`src/hdl/hvt_pkg.sv`:
```
`timescale 1ns / 1ps
package hvt_pkg;

	localparam int NumRows  = 4;
	localparam int NumCols  = 4;
	localparam int CompW    = 32;
	localparam int CoefW    = 16;
	localparam int CoefFrac = 8;
	localparam int RowW     = NumCols * CoefW;
	localparam int ProdW    = CompW + CoefW;
	localparam int SumW     = ProdW + 2;
	localparam int ShiftW   = SumW - CoefFrac;

	typedef logic signed [CompW-1:0]  comp_t;
	typedef logic signed [ProdW-1:0]  prod_t;
	typedef logic signed [SumW-1:0]   sum_t;
	typedef logic signed [ShiftW-1:0] shift_t;
	typedef logic [RowW-1:0]          row_t;

	typedef enum logic [1:0] {
		REG_ROW0 = 2'd0,
		REG_ROW1 = 2'd1,
		REG_ROW2 = 2'd2,
		REG_ROW3 = 2'd3
	} reg_idx_t;

	// identity matrix, 1.0 is 0x0100 in Q8.8
	localparam row_t RowReset [NumRows] = '{
		64'h0000_0000_0000_0100,
		64'h0000_0000_0100_0000,
		64'h0000_0100_0000_0000,
		64'h0100_0000_0000_0000
	};

	localparam comp_t CompMax = 32'h7FFF_FFFF;
	localparam comp_t CompMin = 32'h8000_0000;

	typedef struct packed {
		comp_t in_x;
		comp_t in_y;
		comp_t in_z;
		comp_t in_h;
	} in_word_t;

	typedef struct packed {
		comp_t out_x;
		comp_t out_y;
		comp_t out_z;
		comp_t out_h;
		logic  saturated;
	} out_word_t;

endpackage

```
`src/hdl/hvt_merge.sv`:
```
`timescale 1ns / 1ps
module hvt_merge (
	input  logic               clk,
	input  logic               arst_n,
	input  logic               up_valid,
	output logic               up_ready,
	input  hvt_pkg::sum_t      sums [hvt_pkg::NumRows],
	output logic               out_valid,
	input  logic               out_ready,
	output hvt_pkg::out_word_t out_data
);
	import hvt_pkg::*;

	shift_t    shifted [NumRows];
	comp_t     res [NumRows];
	logic      clamp [NumRows];
	out_word_t word_c;
	out_word_t out_q;
	out_word_t skid_q;
	logic      out_valid_q;
	logic      skid_valid_q;

	// floor back to Q16.16, then clamp to 32 bits
	always_comb begin
		for (int i = 0; i < NumRows; i++) begin
			shifted[i] = shift_t'(sums[i] >>> CoefFrac);
			clamp[i]   = shifted[i][ShiftW-1:CompW-1] !=
				{(ShiftW-CompW+1){shifted[i][CompW-1]}};
			if (!clamp[i]) begin
				res[i] = shifted[i][CompW-1:0];
			end else if (shifted[i][ShiftW-1]) begin
				res[i] = CompMin;
			end else begin
				res[i] = CompMax;
			end
		end
		word_c.out_x     = res[0];
		word_c.out_y     = res[1];
		word_c.out_z     = res[2];
		word_c.out_h     = res[3];
		word_c.saturated = clamp[0] | clamp[1] | clamp[2] | clamp[3];
	end

	assign up_ready  = !skid_valid_q;
	assign out_valid = out_valid_q;
	assign out_data  = out_q;

	always_ff @(posedge clk or negedge arst_n) begin
		if (!arst_n) begin
			out_valid_q  <= 1'b0;
			skid_valid_q <= 1'b0;
		end else if (out_ready || !out_valid_q) begin
			out_valid_q  <= skid_valid_q || up_valid;
			skid_valid_q <= 1'b0;
		end else if (up_valid && !skid_valid_q) begin
			skid_valid_q <= 1'b1;
		end
	end

	// skid register catches the word in flight while the receiver stalls
	always_ff @(posedge clk) begin
		if (out_ready || !out_valid_q) begin
			out_q <= skid_valid_q ? skid_q : word_c;
		end else if (up_valid && !skid_valid_q) begin
			skid_q <= word_c;
		end
	end

endmodule

```
`config.mk`:
```
export PLATFORM = sky130hd
export DESIGN_NAME = hvt_merge
export DESIGN_NICKNAME = d
export VERILOG_FILES = /design/src/hdl/hvt_pkg.sv /design/src/hdl/hvt_merge.sv
export SDC_FILE = /design/constraint.sdc
export NUM_CORES = 1
export LEC_CHECK = 0
export BUFFER_PORTS_ARGS = -buffer_cell sky130_fd_sc_hd__buf_2
export CORE_ASPECT_RATIO = 2
export CORE_MARGIN = 2
export CORE_UTILIZATION = 58
export CTS_BUF_LIST = sky130_fd_sc_hd__clkbuf_2 sky130_fd_sc_hd__clkbuf_4 sky130_fd_sc_hd__clkbuf_8
export DETAILED_ROUTE_END_ITERATION = 7
export GPL_ROUTABILITY_DRIVEN = 0
export GPL_TIMING_DRIVEN = 0
export PLACE_DENSITY = 0.87
export SYNTH_ARGS = -nofsm -noshare
export SYNTH_HDL_FRONTEND = slang
export SYNTH_SLANG_ARGS = --single-unit
```
`constraint.sdc`:
```
create_clock -name clk -period 25.9 [get_ports clk]
set_input_delay 3.885 -clock clk [delete_from_list [all_inputs] [get_ports clk]]
set_output_delay 3.885 -clock clk [all_outputs]
set_load 0.02 [all_outputs]
```
# Yosys cells after proc, flatten, opt, wreduce, memory -nomap -nowiden
# Cells that the tools add are included.
[totals] ff_bits=260 in_bits=204
[op_classes] n_eq_ne=4 muxes=11 bitwise_logic=4 reduce_logical=7
[ops] op="32-bit two-way mux" count=8
[ops] op="129-bit two-way mux" count=1
[ops] op="10-bit != test" count=4
[ops] op="1-bit OR" count=3
[ops] op="1-bit zero test" count=2
[ops] op="1-bit logical OR" count=2
[ops] op="1-bit two-way mux" count=2
[ops] op="2-bit AND reduction" count=1
[ops] op="2-bit nonzero test" count=1
[ops] op="1-bit logical AND" count=1
[ops] op="1-bit NOT" count=1

# Longest topological paths before layout
# Gate-level depths: netlist (run 1).
[depth] word_depth=5 depth_mapped=8 depth_no_buf=5

# Worst setup path before layout (run 1)
# Ideal clock, no wire load.
[synth_timing] path_type="input to register" startpoint="input port out_ready" endpoint="register skid_q[0] (netlist bit) (enable)" t_arrival_ns=16.768 setup_slack_ns=8.330 path_stages=2 n_path_buf=0 path_cell_list="nand2b_1 nor3b_1"
[synth_between] elab_chain_cells=3
[synth_lines] element="start: declaration" line="hvt_merge.sv:9" rtl="input logic out_ready,"
[synth_lines] element="1-bit logical OR" line="hvt_merge.sv:62" rtl="if (out_ready || !out_valid_q) begin"
[synth_lines] element="1-bit NOT (no source line)"
[synth_lines] element="2-bit AND reduction (no source line)"
[synth_lines] element="end signal: assignment" line="hvt_merge.sv:65" rtl="skid_q <= word_c;"
[synth_lines] element="end: declaration" line="hvt_merge.sv:19" rtl="out_word_t skid_q;"
# Every way passes these cells.
# A chain may end at the register's enable or synchronous reset.

# Worst setup path after layout (run 1)
[layout_timing] startpoint="register skid_valid_q" endpoint="output port up_ready"
[layout_between] elab_chain_cells=1
[layout_lines] element="start: declaration" line="hvt_merge.sv:21" rtl="logic skid_valid_q;"
[layout_lines] element="start signal: assignment" line="hvt_merge.sv:51" rtl="skid_valid_q <= 1'b0;"
[layout_lines] element="start signal: assignment" line="hvt_merge.sv:54" rtl="skid_valid_q <= 1'b0;"
[layout_lines] element="start signal: assignment" line="hvt_merge.sv:56" rtl="skid_valid_q <= 1'b1;"
[layout_lines] element="1-bit zero test" line="hvt_merge.sv:44" rtl="assign up_ready = !skid_valid_q;"
[layout_lines] element="end: declaration" line="hvt_merge.sv:6" rtl="output logic up_ready,"
# Every way passes these cells.

==> flow_summary.toml, run 1 <==
[status]
status = "complete, no violations"

[floorplan]
ioPinCount = 335
rows = 72
start_util_pct = 58.89
dieArea_mm2 = 0.02068
dieHeight_um = 201.4
coreArea_mm2 = 0.01919
die_w_um = 102.7

[logic_synthesis]
synth_top_cell_area_share_pct = 68.56
synth_largest_area_cell = "edfxtp_1"
seq_area_frac_synth_pct = 69.01
netlist_instances = 740
synth.cell_area_mm2 = 0.01130
syn_area_per_cell_um2 = 15.27
ys_top_cells_by_area = "edfxtp_1 69%, a21o_1 9.4%, a311o_1 6.7%"
synth_cell_type_count = 25
syn_nets = 944
yosys_warnings = 0
synth-seq-cells = 260

[timing]
finalSetupTns_ps = 0
fin_crit_sh_pct = 24.87
tightest_slew_ps = 949.6
hold_viol = 0
slew_violations = 0
timing.slew.headroom_pct = 36.42
finalSetupViolCount = 0
fmax_mhz = 155.2
hold_slack_ps = 534.1
finClkSkew_ps = 19.82
period_minus_slack_ps = 6442
rsz0062_at_grt = "no"

[global_route]
antenna_found_initial = 10
grtUsageTotal_pct = 27.11
grt_pass1_wl_um = 42920
grt_max_degree = 66
grt_pass1_vias = 8510
grt_overflow = 0

[pwr]
comb_power_share_pct = 14.7
p_sw_share_pct = 25.52
ir_worst_vdd_uv = 56.82
leakagePower_nw = 6.064
internal_power_uw = 703.6
clockPowerShare_pct = 31.5
power.switching_uw = 241.0
p_seq_share_pct = 53.8
cellPowerDensity_mw_per_mm2 = 67.35

[worst_hold_path]
hold_class = "reg2reg"
hp-start = "skid_q[125]"
holdPathStages = 1
holdPathEnd = "out_data[125]"

[critical_path]
rr_endpoint = "skid_q[81]"
r2r_setup_slack_ps = 22760
endpoint_kind = "output pin"
rr_worst_depth = 7
critical_path.max_fanout = 10
critPathArrivalTime_ps = 2560
required_ps = 22010
cp-start-kind = "flip-flop"
r2r-start = "skid_valid_q"
critical_path_class = "reg2out"
startpoint = "skid_valid_q"

[routing]
drcViolationCount = 0
drt-initial-drc-count = 331
antenna_left = 0
vias_per_cell = 5.824
route.detailed.wl_per_inst_um = 20.36
drt_wl_total_um = 28220
vias = 8072
dr.pass1.iters = 5

[clock_tree]
cts.sinks = 260
clock_latency_ps = 530
clk_pin_slew_ps = 70
clock-root-buffer = "clkbuf_8"
cts_buffers = 36
tritoncts = "yes"
cts_resized = 0
clk_path_buf_depth = 3
cts_setup_buffers = 0
cts_max_level = 2
hold_buffers = 0

[cells_and_area]
layout.nets = 1298
syn2layout_area_growth_pct = 24.13
layout_commonest_cell = "buf_2"
drive_above_1_share_pct = 39.02
most-common-layout-cells = "327 x buf_2, 258 x edfxtp_1, 141 x a21o_1"
fillers = 1283

[flow_run]
maxCapViolCount = 0

[placement]
io_buffers = 302
dp_hpwl_um = 19940
-- power by group through the flow --
| stage | Clock (mW) | Sequential (mW) | Combinational [mW] |
|---|---|---|---|
| after floorplan | 0 | 0.550 | 0.0516 |
| after global placement | 0 | 0.527 | 0.131 |
| after detailed placement | 0 | 0.517 | 0.138 |
| after CTS | 0.303 | 0.508 | 0.139 |
| after global routing | 0.316 | 0.511 | 0.149 |
| final | 0.298 | 0.508 | 0.139 |
-- sequential cells by signal (all words and copies together), names as in the netlist --
name	count
out_data	129
out_valid	1
skid_q	129
skid_valid_q	1
-- layer usage --
| layer | track usage (%) | wire length (µm) | part of all wire [%] | vias up |
|---|---|---|---|---|
| met5 | 0 | 39 | 0.14 | - |
| met4 | 16.19 | 1369 | 4.9 | 6 |
| met3 | 6.009 | 2038 | 7.2 | 99 |
| met2 | 47.57 | 15450 | 55 | 383 |
| met1 | 28.71 | 9323 | 33 | 3916 |
| li1 | - | - | - | 3668 |
-- synthesized netlist by cell type (all sizes together) --
library cell / count
edfxtp: 258
a21o: 141
a311o: 76
and2: 76
clkbuf: 44
mux2: 36
buf: 29
o22a: 17
nand3: 11
nor2: 11
nor3: 10
nand2: 7
and3: 6
a222oi: 3
nand4: 3
or3: 3
dfrtp: 2
nor4: 2
inv: 1
nand2b: 1
nor2b: 1
nor3b: 1
o31ai: 1
-- through the flow --
stage	instances	worst slack (ps)	total power [mW]	instance area [µm²]	utilization (%)
after CTS	1379	19430	0.9503	14010	73.00
after global routing	1385	19290	0.9762	14020	73.08
after detailed placement	1315	19740	0.6556	13350	69.55
after floorplan	740	8330	0.6012	11300	-
after global placement	1301	-2194	0.6579	13140	68.45
final	1386	19460	0.9446	14030	73.10
-- cell type report --
cell class | instances | area [µm²] | area share (%)
clock inverters | 16 | 71.32 | 0.5085
multi-input cells | 406 | 3179 | 22.67
plain buffers | 73 | 331.6 | 2.364
clock buffers | 48 | 591.8 | 4.219
inverters | 1 | 3.754 | 0.02676
repair buffers | 316 | 1709 | 12.19
diodes | 7 | 17.52 | 0.1249
well taps | 259 | 324.1 | 2.310
flip-flops and latches | 260 | 7797 | 55.59
-- worst max-delay path by stage --
stage                     slack [ps]          end  cells after the start
after floorplan                 8330    skid_q[0]                      2
after global placement         -2190  skid_q[110]                      3
after detailed placement       19740  skid_q[104]                      7
after CTS                      19430     up_ready                      4
after global routing           19290     up_ready                      4
final                          19460     up_ready                      4
-- worst max-delay path, cell delays in order (launching register included) --
cell and delay (ps):
dfrtp_1 430, inv_2 220, clkbuf_1 670, clkbuf_1 450, buf_2 260
-- kinds of logic after synthesis --
group | after synthesis | synth area share, %
simple gates | 132 | 6.688
compound gates | 238 | 17.75
buf+inv | 74 | 2.968
flops | 260 | 69.01
mux | 36 | 3.588
No activity file was read; power rests on OpenSTA's default activity.
==> run 2: changes to the inputs <==
--- a/config.mk
+++ b/config.mk
@@ -5,15 +5,16 @@
 export SDC_FILE = /design/constraint.sdc
 export NUM_CORES = 1
 export LEC_CHECK = 0
+export ABC_AREA = 1
 export BUFFER_PORTS_ARGS = -buffer_cell sky130_fd_sc_hd__buf_2
 export CORE_ASPECT_RATIO = 2
 export CORE_MARGIN = 2
-export CORE_UTILIZATION = 58
+export CORE_UTILIZATION = 49
 export CTS_BUF_LIST = sky130_fd_sc_hd__clkbuf_2 sky130_fd_sc_hd__clkbuf_4 sky130_fd_sc_hd__clkbuf_8
 export DETAILED_ROUTE_END_ITERATION = 7
 export GPL_ROUTABILITY_DRIVEN = 0
 export GPL_TIMING_DRIVEN = 0
-export PLACE_DENSITY = 0.87
+export PLACE_DENSITY = 0.78
 export SYNTH_ARGS = -nofsm -noshare
 export SYNTH_HDL_FRONTEND = slang
 export SYNTH_SLANG_ARGS = --single-unit
==> constraint.sdc (replaced) <==
create_clock -name clk -period 5.7 [get_ports clk]
set_input_delay 0.855 -clock clk [delete_from_list [all_inputs] [get_ports clk]]
set_output_delay 0.855 -clock clk [all_outputs]
set_load 0.02 [all_outputs]
==> run 2 against run 1 <==
  * Via count rose by 6.9%
  * Core utilization fell by 11 points
  * Final cell count rose by 22%
  * First-iteration DRC count rose by 75%
  * Critical endpoint unchanged
  * Highest routed layer unchanged
==> flow_summary.toml, run 2 <==
[logic_synthesis]
synth-seq-cells = 260
synth_cell_type_count = 29
syn_area_per_cell_um2 = 10.94
synth_edf_count = 258
synthXorXnorAreaFrac_pct = 1.001
synth_top_family_by_area = "simple AND/OR/NAND/NOR gates"
synth_commonest_cells = "396 x nand2_1, 258 x edfxtp_1, 84 x nor2_1, 62 x a31oi_1, 55 x nand3_1"
yosys_warnings = 0
synth.cell_area_mm2 = 0.01137
ys_top_cells_by_area = "edfxtp_1 68%, nand2_1 13%, a31oi_1 3.4%"
seq_area_frac_synth_pct = 68.57
synth_most_common_cell = "nand2_1"
synth_top_cell_area_share_pct = 68.13
netlist_instances = 1039
synth_simple_gate_area_share_pct = 22.39
synth-main-ff-cell = "edfxtp_1"
synth_compound_area_share_pct = 3.664
syn_nets = 1243
synth_adder_area_share_pct = 0
synthMuxAreaShare_pct = 0
synthArstFlopShare_pct = 0.7692
synth_largest_area_cell = "edfxtp_1"

[cells_and_area]
seq_area_mm2 = 0.007797
layout.nets = 1589
syn2layout_area_growth_pct = 23.53
multi_input_area_mm2 = 0.003100
design_area_mm2 = 0.01405
drive_above_1_share_pct = 31.87
fillers = 1868
most-common-layout-cells = "395 x nand2_1, 309 x buf_2, 258 x edfxtp_1"
layout_commonest_cell = "nand2_1"

[timing]
slew_violations = 0
finalSetupViolCount = 0
setup_slack_ps = 2087
timing.slew.headroom_pct = 36.06
tightest_slew_ps = 959.1
hold_viol = 0
finClkSkew_ps = 10.76
rsz0062_at_grt = "no"
fin_crit_sh_pct = 63.38
period_minus_slack_ps = 3613
fmax_mhz = 276.8
finalSetupTns_ps = 0

[status]
status = "complete, no violations"

[routing]
drcViolationCount = 0
vias = 8632
vias_per_cell = 5.105
wl_met3_um = 1768
antenna_left = 0
wl_met1_um = 9690
drt-initial-drc-count = 580
drt_wl_total_um = 27630
maxUsedRoutingLayer = "met5"
wl_met2_um = 14860
dr.pass1.iters = 5
route.detailed.wl_per_inst_um = 16.34

[clock_tree]
cts_setup_buffers = 0
cts_resized = 0
cts_buffers = 37
hold_buffers = 0
clk_path_buf_depth = 3
clock-root-buffer = "clkbuf_8"
clock_latency_ps = 510
cts.sinks = 260
cts_max_level = 2
clk_pin_slew_ps = 60
tritoncts = "yes"

[global_route]
grt_pass1_vias = 8568
grt_pass1_wl_um = 42130
grtUsageTotal_pct = 21.77
grt_overflow = 0
antenna_found_initial = 3
grt_max_degree = 90

[pwr]
comb_power_share_pct = 14.3
cellPowerDensity_mw_per_mm2 = 306.1
ir_worst_vdd_uv = 170.3
clockPowerShare_pct = 31.9
internal_power_mw = 3.173
p_seq_share_pct = 53.8
leakagePower_nw = 5.981
p_sw_share_pct = 26.22
power.switching_mw = 1.127

[floorplan]
rows = 78
dieArea_mm2 = 0.02451
dieHeight_um = 219.4
die_w_um = 111.7
ioPinCount = 335
coreArea_mm2 = 0.02274
start_util_pct = 50.01

[placement]
dp_slack_ps = 2058
io_buffers = 302
placed_cell_area_mm2 = 0.01336
dp_hpwl_um = 20040

[flow_run]
maxCapViolCount = 0

[critical_path]
required_ps = 4850
critical_path_class = "reg2out"
critPathArrivalTime_ps = 2760
endpoint_kind = "output pin"
cp-start-kind = "flip-flop"
critical_path.max_fanout = 10

[worst_hold_path]
hold_class = "in2async"
==> run 2: cell types whose count changed in the layout (fill, tap and decap cells not counted), sizes merged, moves of 61 or more <==
cell / previous run / this run
nand2: 7 / 429
a21o: 141 / 0
a311o: 76 / 0
and2: 76 / 0
nor2: 11 / 87
a31oi: 0 / 62
nand3: 11 / 72
==> run 2: metrics by stage <==
stage,utilization [%],hold slack [ps],power (mW),cells
CTS,61.75,80.69,4.343,1689
detailed placement,58.77,501.6,2.974,1626
global route,61.77,90.91,4.482,1691
global placement,58.26,499.2,2.953,1621
finish,61.77,120.8,4.300,1691
floorplan,-,494.4,2.715,1039
==> run 2: metal layers <==
layer	global-route usage, %	vias up
li1	-	4237
met1	23.50	3954
met2	40.42	355
met3	3.811	84
met4	11.07	2
met5	0	-
==> run 2: cells by family (layout without fill, tap and decap cells) <==
group / count (synthesis) / in the layout
compound gates: 67 / 67
xor+xnor: 13 / 13
buf+inv: 101 / 471
flops: 260 / 260
other cells: 0 / 2
simple gates: 598 / 598
==> run 2: final cells by class <==
class | count | area share (%)
Inverter | 31 | 0.8284
Timing Repair Buffer | 307 | 11.53
Clock buffer | 49 | 4.356
Clock inverter | 14 | 0.4632
Antenna cell | 2 | 0.03563
Sequential cell | 260 | 55.51
Multi-Input combinational cell | 678 | 22.07
Buffer | 70 | 2.708
Tap cell | 280 | 2.494
==> run 2: power by group through the flow <==
| stage | Combinational (mW) | Clock [mW] | Sequential [mW] |
|---|---|---|---|
| 3_5_place_dp | 0.620 | 0 | 2.35 |
| 5_1_grt | 0.671 | 1.49 | 2.32 |
| 3_3_place_gp | 0.592 | 0 | 2.36 |
| 6_report | 0.614 | 1.37 | 2.32 |
| 4_1_cts | 0.621 | 1.41 | 2.32 |
| 2_1_floorplan | 0.234 | 0 | 2.48 |
==> run 2: final timing paths <==
path	depth (start not counted)	start	endpoint	slack (ps)
min	1	arst_n	out_valid	120
max in group asynchronous	1	arst_n	skid_valid_q	5490
max	5	skid_valid_q	up_ready	2090
max reg2reg	8	skid_valid_q	skid_q[64]	2140
min in group clk	2	skid_q[89]	out_data[89]	510
min reg2reg	2	skid_q[89]	out_data[89]	510
==> run 2: critical path, cell delays in order (launching register included) <==
cell and delay, ps:
dfrtp_1 350, clkbuf_1 300, inv_2 290, clkbuf_1 750
buf_2 350, buf_2 200
==> run 3: changes to the inputs <==
--- a/config.mk
+++ b/config.mk
@@ -5,16 +5,16 @@
 export SDC_FILE = /design/constraint.sdc
 export NUM_CORES = 1
 export LEC_CHECK = 0
-export ABC_AREA = 1
+export ABC_AREA = 0
 export BUFFER_PORTS_ARGS = -buffer_cell sky130_fd_sc_hd__buf_2
 export CORE_ASPECT_RATIO = 2
 export CORE_MARGIN = 2
-export CORE_UTILIZATION = 49
+export CORE_UTILIZATION = 54
 export CTS_BUF_LIST = sky130_fd_sc_hd__clkbuf_2 sky130_fd_sc_hd__clkbuf_4 sky130_fd_sc_hd__clkbuf_8
 export DETAILED_ROUTE_END_ITERATION = 7
 export GPL_ROUTABILITY_DRIVEN = 0
 export GPL_TIMING_DRIVEN = 0
-export PLACE_DENSITY = 0.78
+export PLACE_DENSITY = 0.82
 export SYNTH_ARGS = -nofsm -noshare
 export SYNTH_HDL_FRONTEND = slang
 export SYNTH_SLANG_ARGS = --single-unit
==> constraint.sdc (replaced) <==
create_clock -name clk -period 3.4 [get_ports clk]
set_input_delay 0.51 -clock clk [delete_from_list [all_inputs] [get_ports clk]]
set_output_delay 0.51 -clock clk [all_outputs]
set_load 0.02 [all_outputs]
==> run 3 against run 2 <==
  * Critical path depth is 1 lower
  * Clock skew up 7.1 ps
  * Count of clock-buffer cells in the layout is 3 higher
  * Critical path type unchanged
  * Largest cell class unchanged
  * Largest power group unchanged
  * Highest routed layer unchanged
==> flow_summary.toml, run 3 (synthesized netlist as in run 1, its figures left out) <==
[status]
status = "complete, no violations"

[critical_path]
critPathArrivalTime_ps = 2530
cp-start-kind = "flip-flop"
crit_family = "buffers and inverters"
worstSetupPathDepth = 4
critical_path_class = "reg2out"
path_buf_inv = 4
endpoint_kind = "output pin"
cp_common_cell = "clkbuf_1"
crit_chain = "inv_2, clkbuf_1, clkbuf_1, buf_2"
critical_path.max_fanout = 10
crit_path_top_delay_cell = "clkbuf_1"
rr_worst_depth = 6
required_ps = 2890
slowest_delay_ps = 620

[timing]
hold_viol = 0
slew_violations = 0
period_minus_slack_ps = 3042
hold_slack_ps = 237.5
timing.slew.headroom_pct = 45.95
tightest_slew_ps = 810.8
finalSetupViolCount = 0
fmax_mhz = 328.7
finClkSkew_ps = 17.91
setup_slack_ps = 358.0
fin_crit_sh_pct = 89.47
rsz0062_at_grt = "no"

[floorplan]
coreArea_mm2 = 0.02046
dieArea_mm2 = 0.02217
rows = 74
start_util_pct = 55.22
ioPinCount = 335
dieHeight_um = 208.6
die_w_um = 106.3

[clock_tree]
clk_path_buf_depth = 3
cts_max_level = 2
clk_pin_slew_ps = 60
cts_setup_buffers = 0
clock-root-buffer = "clkbuf_8"
clock_latency_ps = 520
tritoncts = "yes"
cts.sinks = 260
cts_buffers = 36

[cells_and_area]
multi_input_area_mm2 = 0.003186
layout.nets = 1295
layout.cells.non_filler = 1386
drive_above_1_share_pct = 39.12
seq_area_mm2 = 0.007797
most-common-layout-cells = "327 x buf_2, 258 x edfxtp_1, 141 x a21o_1"
fillers = 1486
layout_commonest_cell = "buf_2"
design_area_mm2 = 0.01410
syn2layout_area_growth_pct = 24.78

[worst_hold_path]
hold_class = "in2reg"
holdPathStages = 3

[global_route]
grt_overflow = 0
grtUsageTotal_pct = 25.70
grt_max_degree = 53
antenna_found_initial = 12
grt_pass1_wl_um = 44090
grt_pass1_vias = 8690

[pwr]
leakagePower_nw = 6.079
ir_worst_vdd_uv = 322.8
cellPowerDensity_mw_per_mm2 = 512.3

[placement]
io_buffers = 302
placed_cell_area_mm2 = 0.01341
dp_hpwl_um = 20500
dp_slack_ps = 350.2
dpl.cell_count = 1318

[routing]
drt-initial-drc-count = 334
route.detailed.wl_per_inst_um = 20.87
vias = 8041
dr.pass1.iters = 5
antenna_left = 0
vias_per_cell = 5.802
drcViolationCount = 0
drt_wl_total_um = 28920

[flow_run]
maxCapViolCount = 0
[run 3: cell types whose count changed in the layout (fill, tap and decap cells not counted), moves of 29 or more]
cell | previous run | this run
a21o_1 | 0 | 141
a311o_1 | 0 | 76
a31oi_1 | 62 | 0
and2_1 | 0 | 76
inv_1 | 29 | 0
mux2_2 | 0 | 36
nand2_1 | 395 | 7
nand2_2 | 31 | 0
nand3_1 | 55 | 11
nor2_1 | 83 | 11
[run 3: where the power goes]
group | internal, mW | switching, mW | leakage [nW]
clock | 1.17 | 1.11 | 0.346
sequential | 3.81 | 0.0613 | 2.50
combinational | 0.425 | 0.650 | 3.23
total | 5.40 | 1.82 | 6.08
[run 3: worst min-delay path, cell delays in order]
cell and delay (ps):
buf_2 100, nor2_1 60, nand2_1 60
[run 3: final timing paths]
kind / startpoint / slack (ps) / endpoint
max: skid_valid_q / 360 / up_ready
min: up_valid / 240 / out_valid
max reg2reg: skid_valid_q / 450 / skid_q[112]
min reg2reg: skid_q[2] / 540 / out_data[2]
max in group asynchronous: arst_n / 2970 / skid_valid_q
min in group asynchronous: arst_n / 310 / out_valid
[run 3: what timing repair did]
| action | CTS | global route |
|---|---|---|
| hold buffers | 1 | 0 |
| endpoints found under the hold margin | 2 | 0 |
| resized for setup | 0 | 0 |
[run 3: per-stage QoR]
stage	util, %	power [mW]	TNS [ps]
finish	68.91	7.224	0
global route	68.89	7.470	0
CTS	68.81	7.278	0
detailed placement	65.55	5.011	0
global placement	64.33	4.955	-533570
floorplan	-	4.548	-242500
[run 3: cell type report]
cell class | instances | share of cell area, %
flip-flops and latches | 260 | 55.30
multi-input cells | 406 | 22.59
repair buffers | 313 | 12.57
clock buffers | 52 | 4.410
well taps | 266 | 2.360
plain buffers | 73 | 2.352
clock inverters | 7 | 0.2485
diodes | 8 | 0.1420
inverters | 1 | 0.02662
[run 3: per-layer routing]
metal	track usage, %	vias to the layer above	wire length (µm)
met1	26.19	3913	9590
met4	15.15	6	1507
met3	5.989	86	1956
met5	0	-	36
li1	-	3662	-
met2	46.77	374	15830
